==> config.mk <==
export PLATFORM = sky130hd
export DESIGN_NAME = rgb_to_i420_quad_converter_flat
export DESIGN_NICKNAME = d
export VERILOG_FILES = /design/src/hw/rtl/rtiq_pkg.sv /design/src/hw/rtl/rtiq_quad_if.sv /design/src/hw/rtl/rtiq_yuv_if.sv /design/src/hw/rtl/rgb_to_i420_quad_converter.sv /design/src/hw/rtl/rtiq_luma.sv /design/src/hw/rtl/rtiq_chroma.sv /design/src/flat_wrapper.sv
export SDC_FILE = /design/constraint.sdc
export NUM_CORES = 1
export LEC_CHECK = 0
export BUFFER_PORTS_ARGS = -buffer_cell sky130_fd_sc_hd__buf_2
export CORE_MARGIN = 1.5
export CORE_UTILIZATION = 62
export CTS_CLUSTER_DIAMETER = 40
export CTS_CLUSTER_SIZE = 16
export DETAILED_ROUTE_END_ITERATION = 10
export GPL_ROUTABILITY_DRIVEN = 0
export PLACE_DENSITY = 0.88
export SYNTH_ARGS = -nofsm -noshare
export SYNTH_HDL_FRONTEND = slang
export SYNTH_SLANG_ARGS = --single-unit
==> constraint.sdc <==
create_clock -name clk -period 13.7 [get_ports clk]
set_input_delay 0 -clock clk [delete_from_list [all_inputs] [get_ports clk]]
set_output_delay 0 -clock clk [all_outputs]
set_load 0.005 [all_outputs]
==> src/hw/rtl/rtiq_pkg.sv <==
// Types, coefficients and helper functions of the RGB quad to I420 converter.
// No dependencies; used by the interfaces, the datapath modules and the checker.
`timescale 1ns / 1ps
`default_nettype none

package rtiq_pkg;

  // One 2x2 quad of RGB pixels: top-left, top-right, bottom-left, bottom-right
  typedef struct packed {
    logic [7:0] red_0;
    logic [7:0] green_0;
    logic [7:0] blue_0;
    logic [7:0] red_1;
    logic [7:0] green_1;
    logic [7:0] blue_1;
    logic [7:0] red_2;
    logic [7:0] green_2;
    logic [7:0] blue_2;
    logic [7:0] red_3;
    logic [7:0] green_3;
    logic [7:0] blue_3;
  } quad_t;

  // Four luma samples and one chroma pair
  typedef struct packed {
    logic [7:0] luma_0;
    logic [7:0] luma_1;
    logic [7:0] luma_2;
    logic [7:0] luma_3;
    logic [7:0] chroma_blue;
    logic [7:0] chroma_red;
  } yuv_t;

  // Luma weights
  localparam logic [7:0] LUMA_COEF_R = 8'd66;
  localparam logic [7:0] LUMA_COEF_G = 8'd129;
  localparam logic [7:0] LUMA_COEF_B = 8'd25;

  // Chroma weight magnitudes; the sign is given by the add or subtract
  localparam logic [7:0] CB_COEF_R = 8'd38;   // negative
  localparam logic [7:0] CB_COEF_G = 8'd74;   // negative
  localparam logic [7:0] CB_COEF_B = 8'd112;  // positive
  localparam logic [7:0] CR_COEF_R = 8'd112;  // positive
  localparam logic [7:0] CR_COEF_G = 8'd94;   // negative
  localparam logic [7:0] CR_COEF_B = 8'd18;   // negative

  // Rounding, offsets and ranges
  localparam logic [7:0]  ROUND_HALF    = 8'd128;
  localparam logic [16:0] CHROMA_BIAS   = 17'd32768;  // 128 << 8, keeps sum positive
  localparam logic [7:0]  LUMA_OFFSET   = 8'd16;
  localparam logic [7:0]  LUMA_MIN      = 8'd16;
  localparam logic [7:0]  LUMA_MAX      = 8'd235;
  localparam logic [7:0]  CHROMA_MIN    = 8'd16;
  localparam logic [7:0]  CHROMA_MAX    = 8'd240;

  // Clamp a small non-negative value into lo..hi
  function automatic logic [7:0] clamp_u8(input logic [9:0] v, input logic [7:0] lo,
                                          input logic [7:0] hi);
    logic [7:0] res;
    if (v < {2'b00, lo}) begin
      res = lo;
    end else if (v > {2'b00, hi}) begin
      res = hi;
    end else begin
      res = v[7:0];
    end
    return res;
  endfunction

endpackage

`default_nettype wire

==> src/hw/rtl/rtiq_quad_if.sv <==
// Input channel: valid/ready handshake carrying one RGB quad per item.
// Depends on rtiq_pkg.
`timescale 1ns / 1ps
`default_nettype none

interface rtiq_quad_if import rtiq_pkg::*; ();
  logic  valid;
  logic  ready;
  quad_t data;

  modport source (output valid, output data, input ready);
  modport sink (input valid, input data, output ready);
endinterface

`default_nettype wire

==> src/hw/rtl/rtiq_yuv_if.sv <==
// Output channel: valid/ready handshake carrying four luma and one chroma pair.
// Depends on rtiq_pkg.
`timescale 1ns / 1ps
`default_nettype none

interface rtiq_yuv_if import rtiq_pkg::*; ();
  logic valid;
  logic ready;
  yuv_t data;

  modport source (output valid, output data, input ready);
  modport sink (input valid, input data, output ready);
endinterface

`default_nettype wire

==> src/hw/rtl/rgb_to_i420_quad_converter.sv <==
// RGB quad to I420 converter, top level.
// An item offered at the input passes the input register, then the result register, to the output.
// Throughput: one quad per cycle unless the sink stalls; an empty input register still takes
// an item while a result waits. Backpressure passes back through both registers in the same cycle.
// Reset (rst, synchronous): both valid flags clear; payload registers are not reset.
// Depends on rtiq_pkg, rtiq_quad_if, rtiq_yuv_if, rtiq_luma and rtiq_chroma.
`timescale 1ns / 1ps
`default_nettype none

module rgb_to_i420_quad_converter import rtiq_pkg::*; (
  input  logic        clk,
  input  logic        rst,
  rtiq_quad_if.sink   quad,
  rtiq_yuv_if.source  yuv
);

  quad_t quad_reg;
  logic  quad_valid;
  yuv_t  yuv_reg;
  yuv_t  yuv_next;
  logic  yuv_valid;
  logic  out_load;
  logic  in_load;

  // Stage enables: a stage loads when empty or when its content moves on
  assign out_load   = !yuv_valid || yuv.ready;
  assign in_load    = !quad_valid || out_load;
  assign quad.ready = in_load;

  // Input register
  always_ff @(posedge clk) begin
    if (rst) begin
      quad_valid <= 1'b0;
    end else if (in_load) begin
      quad_valid <= quad.valid;
    end
  end

  always_ff @(posedge clk) begin
    if (in_load && quad.valid) begin
      quad_reg <= quad.data;
    end
  end

  // Conversion datapath
  rtiq_luma u_luma_0 (
    .red(quad_reg.red_0), .green(quad_reg.green_0), .blue(quad_reg.blue_0),
    .luma(yuv_next.luma_0)
  );
  rtiq_luma u_luma_1 (
    .red(quad_reg.red_1), .green(quad_reg.green_1), .blue(quad_reg.blue_1),
    .luma(yuv_next.luma_1)
  );
  rtiq_luma u_luma_2 (
    .red(quad_reg.red_2), .green(quad_reg.green_2), .blue(quad_reg.blue_2),
    .luma(yuv_next.luma_2)
  );
  rtiq_luma u_luma_3 (
    .red(quad_reg.red_3), .green(quad_reg.green_3), .blue(quad_reg.blue_3),
    .luma(yuv_next.luma_3)
  );
  rtiq_chroma u_chroma (
    .quad(quad_reg),
    .chroma_blue(yuv_next.chroma_blue),
    .chroma_red(yuv_next.chroma_red)
  );

  // Result register
  always_ff @(posedge clk) begin
    if (rst) begin
      yuv_valid <= 1'b0;
    end else if (out_load) begin
      yuv_valid <= quad_valid;
    end
  end

  always_ff @(posedge clk) begin
    if (out_load && quad_valid) begin
      yuv_reg <= yuv_next;
    end
  end

  assign yuv.valid = yuv_valid;
  assign yuv.data  = yuv_reg;

endmodule

`default_nettype wire

==> src/hw/rtl/rtiq_luma.sv <==
// Luma of one RGB pixel: weighted sum, rounding, offset and clamp.
// Depends on rtiq_pkg.
`timescale 1ns / 1ps
`default_nettype none

module rtiq_luma import rtiq_pkg::*; (
  input  logic [7:0] red,
  input  logic [7:0] green,
  input  logic [7:0] blue,
  output logic [7:0] luma
);

  logic [16:0] sum;
  logic [9:0]  offset_val;

  // Weighted sum with half-LSB rounding; peaks below 2^16
  assign sum = 17'(LUMA_COEF_R) * 17'(red) + 17'(LUMA_COEF_G) * 17'(green)
             + 17'(LUMA_COEF_B) * 17'(blue) + 17'(ROUND_HALF);

  assign offset_val = {1'b0, sum[16:8]} + 10'(LUMA_OFFSET);
  assign luma       = clamp_u8(offset_val, LUMA_MIN, LUMA_MAX);

endmodule

`default_nettype wire

==> src/hw/rtl/rtiq_chroma.sv <==
// Chroma pair of one quad: per-channel averages, then Cb and Cr with floor shift.
// Depends on rtiq_pkg.
`timescale 1ns / 1ps
`default_nettype none

module rtiq_chroma import rtiq_pkg::*; (
  input  quad_t      quad,
  output logic [7:0] chroma_blue,
  output logic [7:0] chroma_red
);

  logic [9:0]  red_sum, green_sum, blue_sum;
  logic [7:0]  red_avg, green_avg, blue_avg;
  logic [16:0] cb_pos, cb_neg, cr_pos, cr_neg;
  logic [16:0] cb_sum, cr_sum;

  // Four-pixel sums, floor divide by 4
  assign red_sum   = 10'(quad.red_0) + 10'(quad.red_1) + 10'(quad.red_2) + 10'(quad.red_3);
  assign green_sum = 10'(quad.green_0) + 10'(quad.green_1)
                   + 10'(quad.green_2) + 10'(quad.green_3);
  assign blue_sum  = 10'(quad.blue_0) + 10'(quad.blue_1)
                   + 10'(quad.blue_2) + 10'(quad.blue_3);
  assign red_avg   = red_sum[9:2];
  assign green_avg = green_sum[9:2];
  assign blue_avg  = blue_sum[9:2];

  // Positive and negative parts of each weighted sum
  assign cb_pos = 17'(CB_COEF_B) * 17'(blue_avg);
  assign cb_neg = 17'(CB_COEF_R) * 17'(red_avg) + 17'(CB_COEF_G) * 17'(green_avg);
  assign cr_pos = 17'(CR_COEF_R) * 17'(red_avg);
  assign cr_neg = 17'(CR_COEF_G) * 17'(green_avg) + 17'(CR_COEF_B) * 17'(blue_avg);

  // Bias of 128 << 8 keeps the total positive, so a logical shift is a floor
  // shift and already carries the +128 offset
  assign cb_sum = cb_pos + 17'(ROUND_HALF) + CHROMA_BIAS - cb_neg;
  assign cr_sum = cr_pos + 17'(ROUND_HALF) + CHROMA_BIAS - cr_neg;

  assign chroma_blue = clamp_u8({1'b0, cb_sum[16:8]}, CHROMA_MIN, CHROMA_MAX);
  assign chroma_red  = clamp_u8({1'b0, cr_sum[16:8]}, CHROMA_MIN, CHROMA_MAX);

endmodule

`default_nettype wire

==> src/flat_wrapper.sv <==
// flat-port wrapper written by rule: the top's interface ports become plain ports
module rgb_to_i420_quad_converter_flat import rtiq_pkg::*;
  (clk, rst, quad_valid, quad_data, quad_ready, yuv_valid, yuv_data, yuv_ready);
  rtiq_quad_if quad_i ();
  rtiq_yuv_if yuv_i ();
  input  logic clk;
  input  logic rst;
  input wire logic [$bits(quad_i.valid)-1:0] quad_valid;
  input wire logic [$bits(quad_i.data)-1:0] quad_data;
  output wire logic [$bits(quad_i.ready)-1:0] quad_ready;
  output wire logic [$bits(yuv_i.valid)-1:0] yuv_valid;
  output wire logic [$bits(yuv_i.data)-1:0] yuv_data;
  input wire logic [$bits(yuv_i.ready)-1:0] yuv_ready;
  assign quad_i.valid = quad_valid;
  assign quad_i.data = quad_data;
  assign quad_ready = quad_i.ready;
  assign yuv_valid = yuv_i.valid;
  assign yuv_data = yuv_i.data;
  assign yuv_i.ready = yuv_ready;
  rgb_to_i420_quad_converter u_core (.clk(clk), .rst(rst), .quad(quad_i), .yuv(yuv_i));
endmodule
==> results of run 1 <==
==> cell type report <==
class	count	area [um2]
multi-input combinational	1532	15910
fill	2111	9871
sequential	146	4364
timing repair buffer	252	1767
inverter	418	1569
tap	455	569.3
clock buffer	17	425.4
clock inverter	15	143.9
antenna	3	7.507
==> cells by family (layout without fill, tap and decap cells) <==
group | after synthesis | count (layout) | synth area share, %
compound gates | 395 | 395 | 12.72
mux | 8 | 8 | 0.3768
other cells | 0 | 3 | 0
xor+xnor | 133 | 133 | 5.384
buf+inv | 435 | 702 | 7.520
fa+ha+maj | 692 | 692 | 46.57
flops | 146 | 146 | 19.92
simple gates | 304 | 304 | 7.514
==> final timing paths <==
| kind | start | to | slack (ps) | depth (start not counted) |
|---|---|---|---|---|
| max | u_core.quad_reg[34]$_DFFE_PP_ | u_core.yuv.data[4]$_SDFFCE_PP1P_ | 4010 | 35 |
| min | quad_valid | u_core.quad_reg[5]$_DFFE_PP_ | 140 | 2 |
| min reg2reg | u_core.quad_valid$_SDFFE_PP0N_ | u_core.yuv.valid$_SDFFE_PP0P_ | 550 | 2 |
| max reg2reg | u_core.quad_reg[34]$_DFFE_PP_ | u_core.yuv.data[4]$_SDFFCE_PP1P_ | 4010 | 35 |
==> worst max-delay path, delay by kind of cell (launching register included) <==
family,cells,cell delay (ps)
AOI/OAI and AO/OA,14,3150
xor gates and xnor gates,2,660
adders and majority gates,10,4290
buffers and inverters,5,410
DFF,1,440
and+or+nand+nor,4,480
==> placed cells by master, fill, tap and decap left out, drive strengths merged, types with 12 or more instances in the layout <==
cell and count:
nand3 19, dlygate4sd3 99, o21a 25, o21bai 31, buf 153, fa 206, clkbuf 17, a21oi 109
xor2 49, and3 13, and2 13, edfxtp 144, nand4 13, nand2 60, o21ai 51, inv 424
xnor2 84, a211oi 12, nand2b 21, a21o 57, a31oi 17, ha 486, nor2b 24, nor3 26
nor2 64
==> layer usage <==
layer,vias up,global-route usage (%)
met3,386,7.068
li1,7814,-
met5,-,0
met2,875,59.63
met4,0,27.26
met1,8358,37.15
==> per-stage QoR <==
step	utilization (%)	instance area [um2]	hold WS [ps]	std cells
floorplan	-	21910	72.38	2113
global placement	66.97	23190	173.9	2704
detailed placement	66.97	23190	178.1	2704
CTS	71.47	24750	110.4	2835
global route	71.50	24760	143.8	2838
finish	71.50	24760	138.5	2838
==> results.yml, run 1 <==
global_routing:
  grt_pass1_wl_mm: 96.77
  grt_pass1_vias: 18884
  grt-ovfl-total: 0
  grt_start_max_net_pins: 68
  antenna_found_initial: 3
  grtUsageTotal_pct: 34.66
route:
  drc: 0
  highest_layer: "met4"
  wl_per_cell_um: 21.70
  route.met3.wl_mm: 4.307
  routed-via-count: 17433
  m1WireLength_mm: 21.90
  wl_mm: 61.58
  drt_iter0_drc: 1421
  route.antenna.remaining_nets: 0
  via_per_inst: 6.143
  drtPass1Iterations: 8
  dr_wl_met2_mm: 30.07
clocking:
  clock_latency_ps: 460
  cts_root_buffer: "clkbuf_16"
  postCtsSetupBuffers: 0
  cts_made_buffers: 17
  clock_path_buffers: 2
  cts.sinks: 146
  cts.htree.levels: 4
  ctsResizeCount: 0
  clk_pin_slew_ps: 80
  ctsHoldBuffers: 99
  cts_tree: "yes"
timing:
  setup_ws_ps: 4013
  max_freq_ghz: 0.1032
  finalHoldViolCount: 0
  drv_slew: 0
  min_period_ps: 9687
  finalSetupViolCount: 0
  fin_crit_sh_pct: 70.71
  rsz0062_at_grt: "false"
  clock_skew_ps: 19.79
  max_slew.worst_pin.slew_ps: 985.2
  finalSetupTns_ps: 0
  max_slew_margin_pct: 33.85
flow_run:
  drv_cap: 0
setup_path:
  path_max_fanout: 6
  cp.arrival_ps: 9890
  cp_slowest_stage_delay_ps: 610
  crit_type: "register to register"
  endpoint_kind: "register"
  crit_path_start_kind: "register"
  critPathRequiredTime_ps: 13900
  cpMaxStageDelayCell: "fa_1"
  path_common_cell: "fa_1"
floorplanning:
  die_h_um: 191
  start_util_pct: 63.28
  core_area_um2: 34630
  io_pins: 150
  num_rows: 68
  die_x_um: 191
  die_area_um2: 36480
worst_hold_path:
  hp-class: "primary input to register"
synthesis:
  synth.largest_area_cell: "ha_1"
  synthCells: 2113
  netlist_area_um2: 21910
  synth_area_per_cell_um2: 10.37
  ys.warnings.count: 0
  yosysMostFrequentCell: "ha_1"
  yosysSeqAreaShare_pct: 19.92
  synth_top_area_share_pct: 27.75
  synth_common_cells: "ha_1 (486), inv_1 (416), fa_1 (206)"
  synth_edf_count: 144
  synthFlopType: "edfxtp_1"
  ys_types: 101
  async_flop_share_pct: 0
  synth_fp_nets: 2905
  synth_area_leaders: "ha_1 (28%), edfxtp_1 (20%), fa_1 (19%), inv_1 (7.1%), xnor2_1 (3.3%)"
  ys_ff_latch: 146
final_layout:
  largest_register_ffs: 96
  drive_above_1_share_pct: 9.622
  fin_nets: 3159
  syn_to_final_growth_pct: 12.98
placement:
  post-place-ws_ps: 4211
  port_buffers: 149
  place.detailed.hpwl_mm: 44.60
run_status:
  status: "complete, no violations"
Power of run 1 is not shown: default switching activity piles up to over one toggle a cycle in this logic, so the estimate is an artifact.
==> inputs of run 2 (changes only) <==
- CORE_UTILIZATION: 62 -> 58
- PLACE_DENSITY: 0.88 -> 0.87
- clock period: 13.7 -> 8.8 ns (I/O delays scaled with it)
==> run 2 against run 1 <==
The run now ends with negative setup slack left. Worst hold slack better by 95 ps. Clock skew fell by 7.9 ps. Global-route usage decreased by 2.0 points. Critical path type unchanged. Highest routed layer unchanged. Via count rose by 2.7%. Utilization fell by 2.9 points. Setup slack worse by 4100 ps. Non-clock buffer count is 46 higher. Wire length up 6.1%.
==> results.yml, run 2 (synthesis gave the netlist of run 1 again) <==
clocking:
  clock_latency_ps: 470
  cts.htree.levels: 4
  cts_made_buffers: 17
  clk_pin_slew_ps: 70
  cts_tree: "yes"
  cts.sinks: 146
  cts_root_buffer: "clkbuf_16"
  clock_path_buffers: 2
global_routing:
  grt_pass1_vias: 19036
  grt-ovfl-total: 0
  grt_start_max_net_pins: 97
  antenna_found_initial: 6
  grtUsageTotal_pct: 32.61
  grt_pass1_wl_mm: 97.26
final_layout:
  n_fill_cell: 2404
  largest_register_ffs: 96
  final_cell_mix: "ha_1 (467), inv_1 (407), fa_1 (204)"
  syn_to_final_growth_pct: 17.14
  drive_above_1_share_pct: 14.59
  multi_input_area_um2: 16400
  layout_commonest_cell: "ha_1"
  regArea_um2: 4364
  fin_nets: 3205
worst_hold_path:
  whs_endpoint: "u_core.quad_reg[27]$_DFFE_PP_"
  min_from: "quad_data[27]"
  hp-class: "primary input to register"
  hold_depth: 2
setup_path:
  rrSetupSlack_ps: -130
  crit_path_start_kind: "register"
  cp.buffers_inverters: 2
  critPathRequiredTime_ps: 9010
  r2r_end: "u_core.yuv.data[4]$_SDFFCE_PP1P_"
  cp_slowest_stage_delay_ps: 610
  path_depth: 31
  reg2reg_depth: 31
  crit_family: "compound AO/OA/AOI/OAI gates"
  r2r_start: "u_core.quad_reg[50]$_DFFE_PP_"
  cpMaxStageDelayCell: "fa_1"
  crit_type: "register to register"
  endpoint_kind: "register"
  path_max_fanout: 6
  cp.arrival_ps: 9140
route:
  wl_per_cell_um: 22.18
  routed-via-count: 17907
  route.antenna.remaining_nets: 0
  via_per_inst: 6.080
  drc: 0
  drtPass1Iterations: 5
  highest_layer: "met4"
  dr_wl_met2_mm: 31.30
  m1WireLength_mm: 22.32
  wl_mm: 65.32
  route.met3.wl_mm: 5.484
  drt_iter0_drc: 1234
timing:
  fin_crit_sh_pct: 101.5
  min_period_ps: 8929
  drv_slew: 0
  max_slew.worst_pin.slew_ps: 1264
  setup_ws_ps: -129.2
  clock_skew_ps: 11.93
  max_freq_ghz: 0.1120
  finalHoldViolCount: 0
  finalSetupViolCount: 6
  max_slew_margin_pct: 15.74
floorplanning:
  core_area_um2: 37400
  num_rows: 71
  start_util_pct: 58.59
  io_pins: 150
  die_h_um: 197.4
  die_x_um: 197.4
  die_area_um2: 38960
placement:
  port_buffers: 149
  place.detailed.hpwl_mm: 44.35
  post-place-ws_ps: -218.0
flow_run:
  drv_cap: 0
run_status:
  failed_checks: "negative setup slack"
  status: "finished with violations"
==> run 2: changes by cell type in the layout (fill, tap and decap cells not counted), sizes merged <==
cell	previous run	this run
buf	153	198
diode	3	8
clkinv	6	8
clkinvlp	3	1
inv	424	422
bufinv	0	1
clkbuf	17	18
dlygate4sd3	99	100
==> run 2: worst max path at each step <==
| stage | slack (ps) | from | to |
|---|---|---|---|
| 2_1_floorplan | 210 | u_core.quad_reg[9]$_DFFE_PP_ | u_core.yuv.data[4]$_SDFFCE_PP1P_ |
| 3_5_place_dp | -220 | u_core.quad_reg[34]$_DFFE_PP_ | u_core.yuv.data[2]$_SDFFCE_PP0P_ |
| 3_3_place_gp | 90 | u_core.quad_reg[33]$_DFFE_PP_ | u_core.yuv.data[1]$_SDFFCE_PP0P_ |
| 6_report | -130 | u_core.quad_reg[50]$_DFFE_PP_ | u_core.yuv.data[4]$_SDFFCE_PP1P_ |
| 5_1_grt | -320 | u_core.quad_reg[2]$_DFFE_PP_ | u_core.yuv.data[4]$_SDFFCE_PP1P_ |
| 4_1_cts | 10 | u_core.quad_reg[33]$_DFFE_PP_ | u_core.yuv.data[2]$_SDFFCE_PP0P_ |
==> run 2: layout make-up <==
cell class / count / share of cell area (%)
Tap cell: 511 / 2.491
Sequential cell: 146 / 17.00
Clock inverter: 14 / 0.5069
Clock buffer: 18 / 1.672
Inverter: 418 / 6.113
Timing Repair Buffer: 298 / 8.238
Multi-Input combinational cell: 1532 / 63.90
Antenna cell: 8 / 0.07799
==> run 2: worst register-to-register path: cells and delay by family (launching register included) <==
| kind | cells | cell delay, ps |
|---|---|---|
| buffers and inverters | 2 | 170 |
| AO/OA/AOI/OAI | 14 | 3740 |
| AND/OR/NAND/NOR | 6 | 1030 |
| flip-flops | 1 | 570 |
| adder cells (fa/ha/maj) | 8 | 3000 |
| XOR/XNOR | 1 | 180 |
==> run 2: what timing repair did <==
item	CTS	global route
pin swaps	1	37
buffers inserted	3	20
hold buffers	100	0
endpoints found under the setup margin	8	16
resized for setup	15	86
endpoints found under the hold margin	98	0
==> run 2: metrics by stage <==
stage               utilization, %  std cells  setup TNS, ps  hold slack [ps]  area [um2]
floorplan                        -       2113              0            72.38       21910
global placement             62.63       2782              0            172.3       23430
detailed placement           62.63       2782          -1058            176.7       23430
CTS                          67.02       2917              0            216.8       25070
global route                 68.62       2943          -3115            230.7       25660
finish                       68.63       2945         -554.0            233.1       25670
==> run 2: layer usage <==
| metal | global-route usage (%) | vias to the layer above |
|---|---|---|
| met2 | 56.14 | 988 |
| met4 | 25.30 | 0 |
| met3 | 7.393 | 436 |
| li1 | - | 7904 |
| met5 | 0 | - |
| met1 | 34.70 | 8579 |
Power of run 2 is left out for the same reason.
==> inputs of run 3 (changes only) <==
- RECOVER_POWER: not set -> 50
==> run 3 against run 2 <==
The run ends with max-capacitance violations, max-slew violations, negative setup slack left. Wire length grew 0.46%. Global-route usage is the same. Die area is the same. Setup slack better by 47 ps. Clock skew shrank 0.72 ps. Worst hold slack lost 2.4 ps. Clock-buffer cell count stayed put. Largest cell class unchanged.
==> results.yml, run 3 (synthesis gave the netlist of run 1 again) <==
clocking:
  cts.sinks: 146
  clock_path_buffers: 2
  clock_latency_ps: 480
  cts.htree.levels: 4
  cts_root_buffer: "clkbuf_16"
  clk_pin_slew_ps: 70
  cts_made_buffers: 17
  cts_tree: "yes"
timing:
  max_slew.worst_pin.slew_ps: 3122
  fin_crit_sh_pct: 100.9
  finalSetupViolCount: 6
  setup_ws_ps: -81.93
  min_period_ps: 8882
  max_freq_ghz: 0.1126
  max_slew_margin_pct: -108.1
  drv_slew: 49
  finalHoldViolCount: 0
  clock_skew_ps: 11.20
  hold_ws_ps: 230.7
route:
  routed-via-count: 18012
  drtPass1Iterations: 5
  route.antenna.remaining_nets: 0
  via_per_inst: 6.118
  drt_iter0_drc: 1179
  drc: 0
  wl_mm: 65.62
  wl_per_cell_um: 22.29
setup_path:
  critPathRequiredTime_ps: 9020
  cp_slowest_stage_delay_ps: 620
  cpMaxStageDelayCell: "fa_1"
  cp.arrival_ps: 9100
  path_depth: 31
  reg2reg_depth: 31
  r2r_start: "u_core.quad_reg[50]$_DFFE_PP_"
  r2r_end: "u_core.yuv.data[4]$_SDFFCE_PP1P_"
  crit_family: "compound AO/OA/AOI/OAI gates"
  endpoint_kind: "register"
  crit_type: "register to register"
  crit_path_start_kind: "register"
  rrSetupSlack_ps: -80
  path_max_fanout: 6
  cp.buffers_inverters: 2
final_layout:
  final_cell_mix: "ha_1 (467), inv_1 (407), fa_1 (204)"
  largest_register_ffs: 96
  syn_to_final_growth_pct: 16.76
  fin_nets: 3205
  layout_commonest_cell: "ha_1"
  n_fill_cell: 2438
  drive_above_1_share_pct: 12.08
worst_hold_path:
  min_from: "quad_data[27]"
  whs_endpoint: "u_core.quad_reg[27]$_DFFE_PP_"
  hold_depth: 2
  hp-class: "primary input to register"
floorplanning:
  die_x_um: 197.4
  die_area_um2: 38960
  core_area_um2: 37400
  die_h_um: 197.4
  start_util_pct: 58.59
  num_rows: 71
  io_pins: 150
placement:
  port_buffers: 149
  place.detailed.hpwl_mm: 44.35
global_routing:
  grt_pass1_vias: 19036
  grt-ovfl-total: 0
  grt_pass1_wl_mm: 97.26
  antenna_found_initial: 6
  grt_start_max_net_pins: 97
  grtUsageTotal_pct: 32.61
run_status:
  status: "finished with violations"
  failed_checks: "max-capacitance violations, max-slew violations, negative setup slack"
flow_run:
  drv_cap: 1
[run 3: what timing repair did]
| item | CTS | global route |
|---|---|---|
| buffers inserted | 3 | 20 |
| pin swaps | 1 | 37 |
| endpoints found under the setup margin | 8 | 16 |
| hold buffers | 100 | 0 |
| gates cloned | 0 | 0 |
| resized for setup | 15 | 86 |
| hold endpoints to repair | 98 | 0 |
[run 3: worst max-delay path by stage]
| stage | startpoint | to | slack [ps] |
|---|---|---|---|
| 2_1_floorplan | u_core.quad_reg[9]$_DFFE_PP_ | u_core.yuv.data[4]$_SDFFCE_PP1P_ | 210 |
| 3_3_place_gp | u_core.quad_reg[33]$_DFFE_PP_ | u_core.yuv.data[1]$_SDFFCE_PP0P_ | 90 |
| 3_5_place_dp | u_core.quad_reg[34]$_DFFE_PP_ | u_core.yuv.data[2]$_SDFFCE_PP0P_ | -220 |
| 4_1_cts | u_core.quad_reg[33]$_DFFE_PP_ | u_core.yuv.data[2]$_SDFFCE_PP0P_ | 10 |
| 5_1_grt | u_core.quad_reg[2]$_DFFE_PP_ | u_core.yuv.data[4]$_SDFFCE_PP1P_ | -320 |
| 6_report | u_core.quad_reg[50]$_DFFE_PP_ | u_core.yuv.data[4]$_SDFFCE_PP1P_ | -80 |
[run 3: per-stage QoR]
step | util [%] | setup TNS [ps] | area, um2 | setup WS, ps | std cells
finish | 68.42 | -279.6 | 25590 | -81.93 | 2944
global route | 68.41 | -3115 | 25580 | -320.9 | 2943
CTS | 67.02 | 0 | 25070 | 11.35 | 2917
detailed placement | 62.63 | -1058 | 23430 | -218.0 | 2782
global placement | 62.63 | 0 | 23430 | 92.51 | 2782
floorplan | - | 0 | 21910 | 213.1 | 2113
[run 3: worst reg2reg max path: cells and delay by family, from the launching register on]
kind | cells | cell delay (ps)
flip-flops | 1 | 570
buffers and inverters | 2 | 170
AND/OR/NAND/NOR | 6 | 1030
adder cells (fa/ha/maj) | 8 | 3000
XOR/XNOR | 1 | 180
AO/OA/AOI/OAI | 14 | 3680
[run 3: per-layer routing]
metal	share of wire [%]	vias to the layer above	track usage [%]
met4	9.8	2	25.30
met5	0.014	-	0
met1	34	8641	34.70
met2	47	995	56.14
li1	-	7907	-
met3	8.6	467	7.393
[run 3: cell type report]
type	count	area [um2]	area share, %
inverter	418	1569	6.132
sequential	146	4364	17.06
antenna	7	17.52	0.06846
tap	511	639.4	2.499
clock inverter	14	130.1	0.5086
clock buffer	18	429.2	1.677
multi-input combinational	1532	16400	64.10
timing repair buffer	298	2036	7.956
Power of run 3 is left out for the same reason.
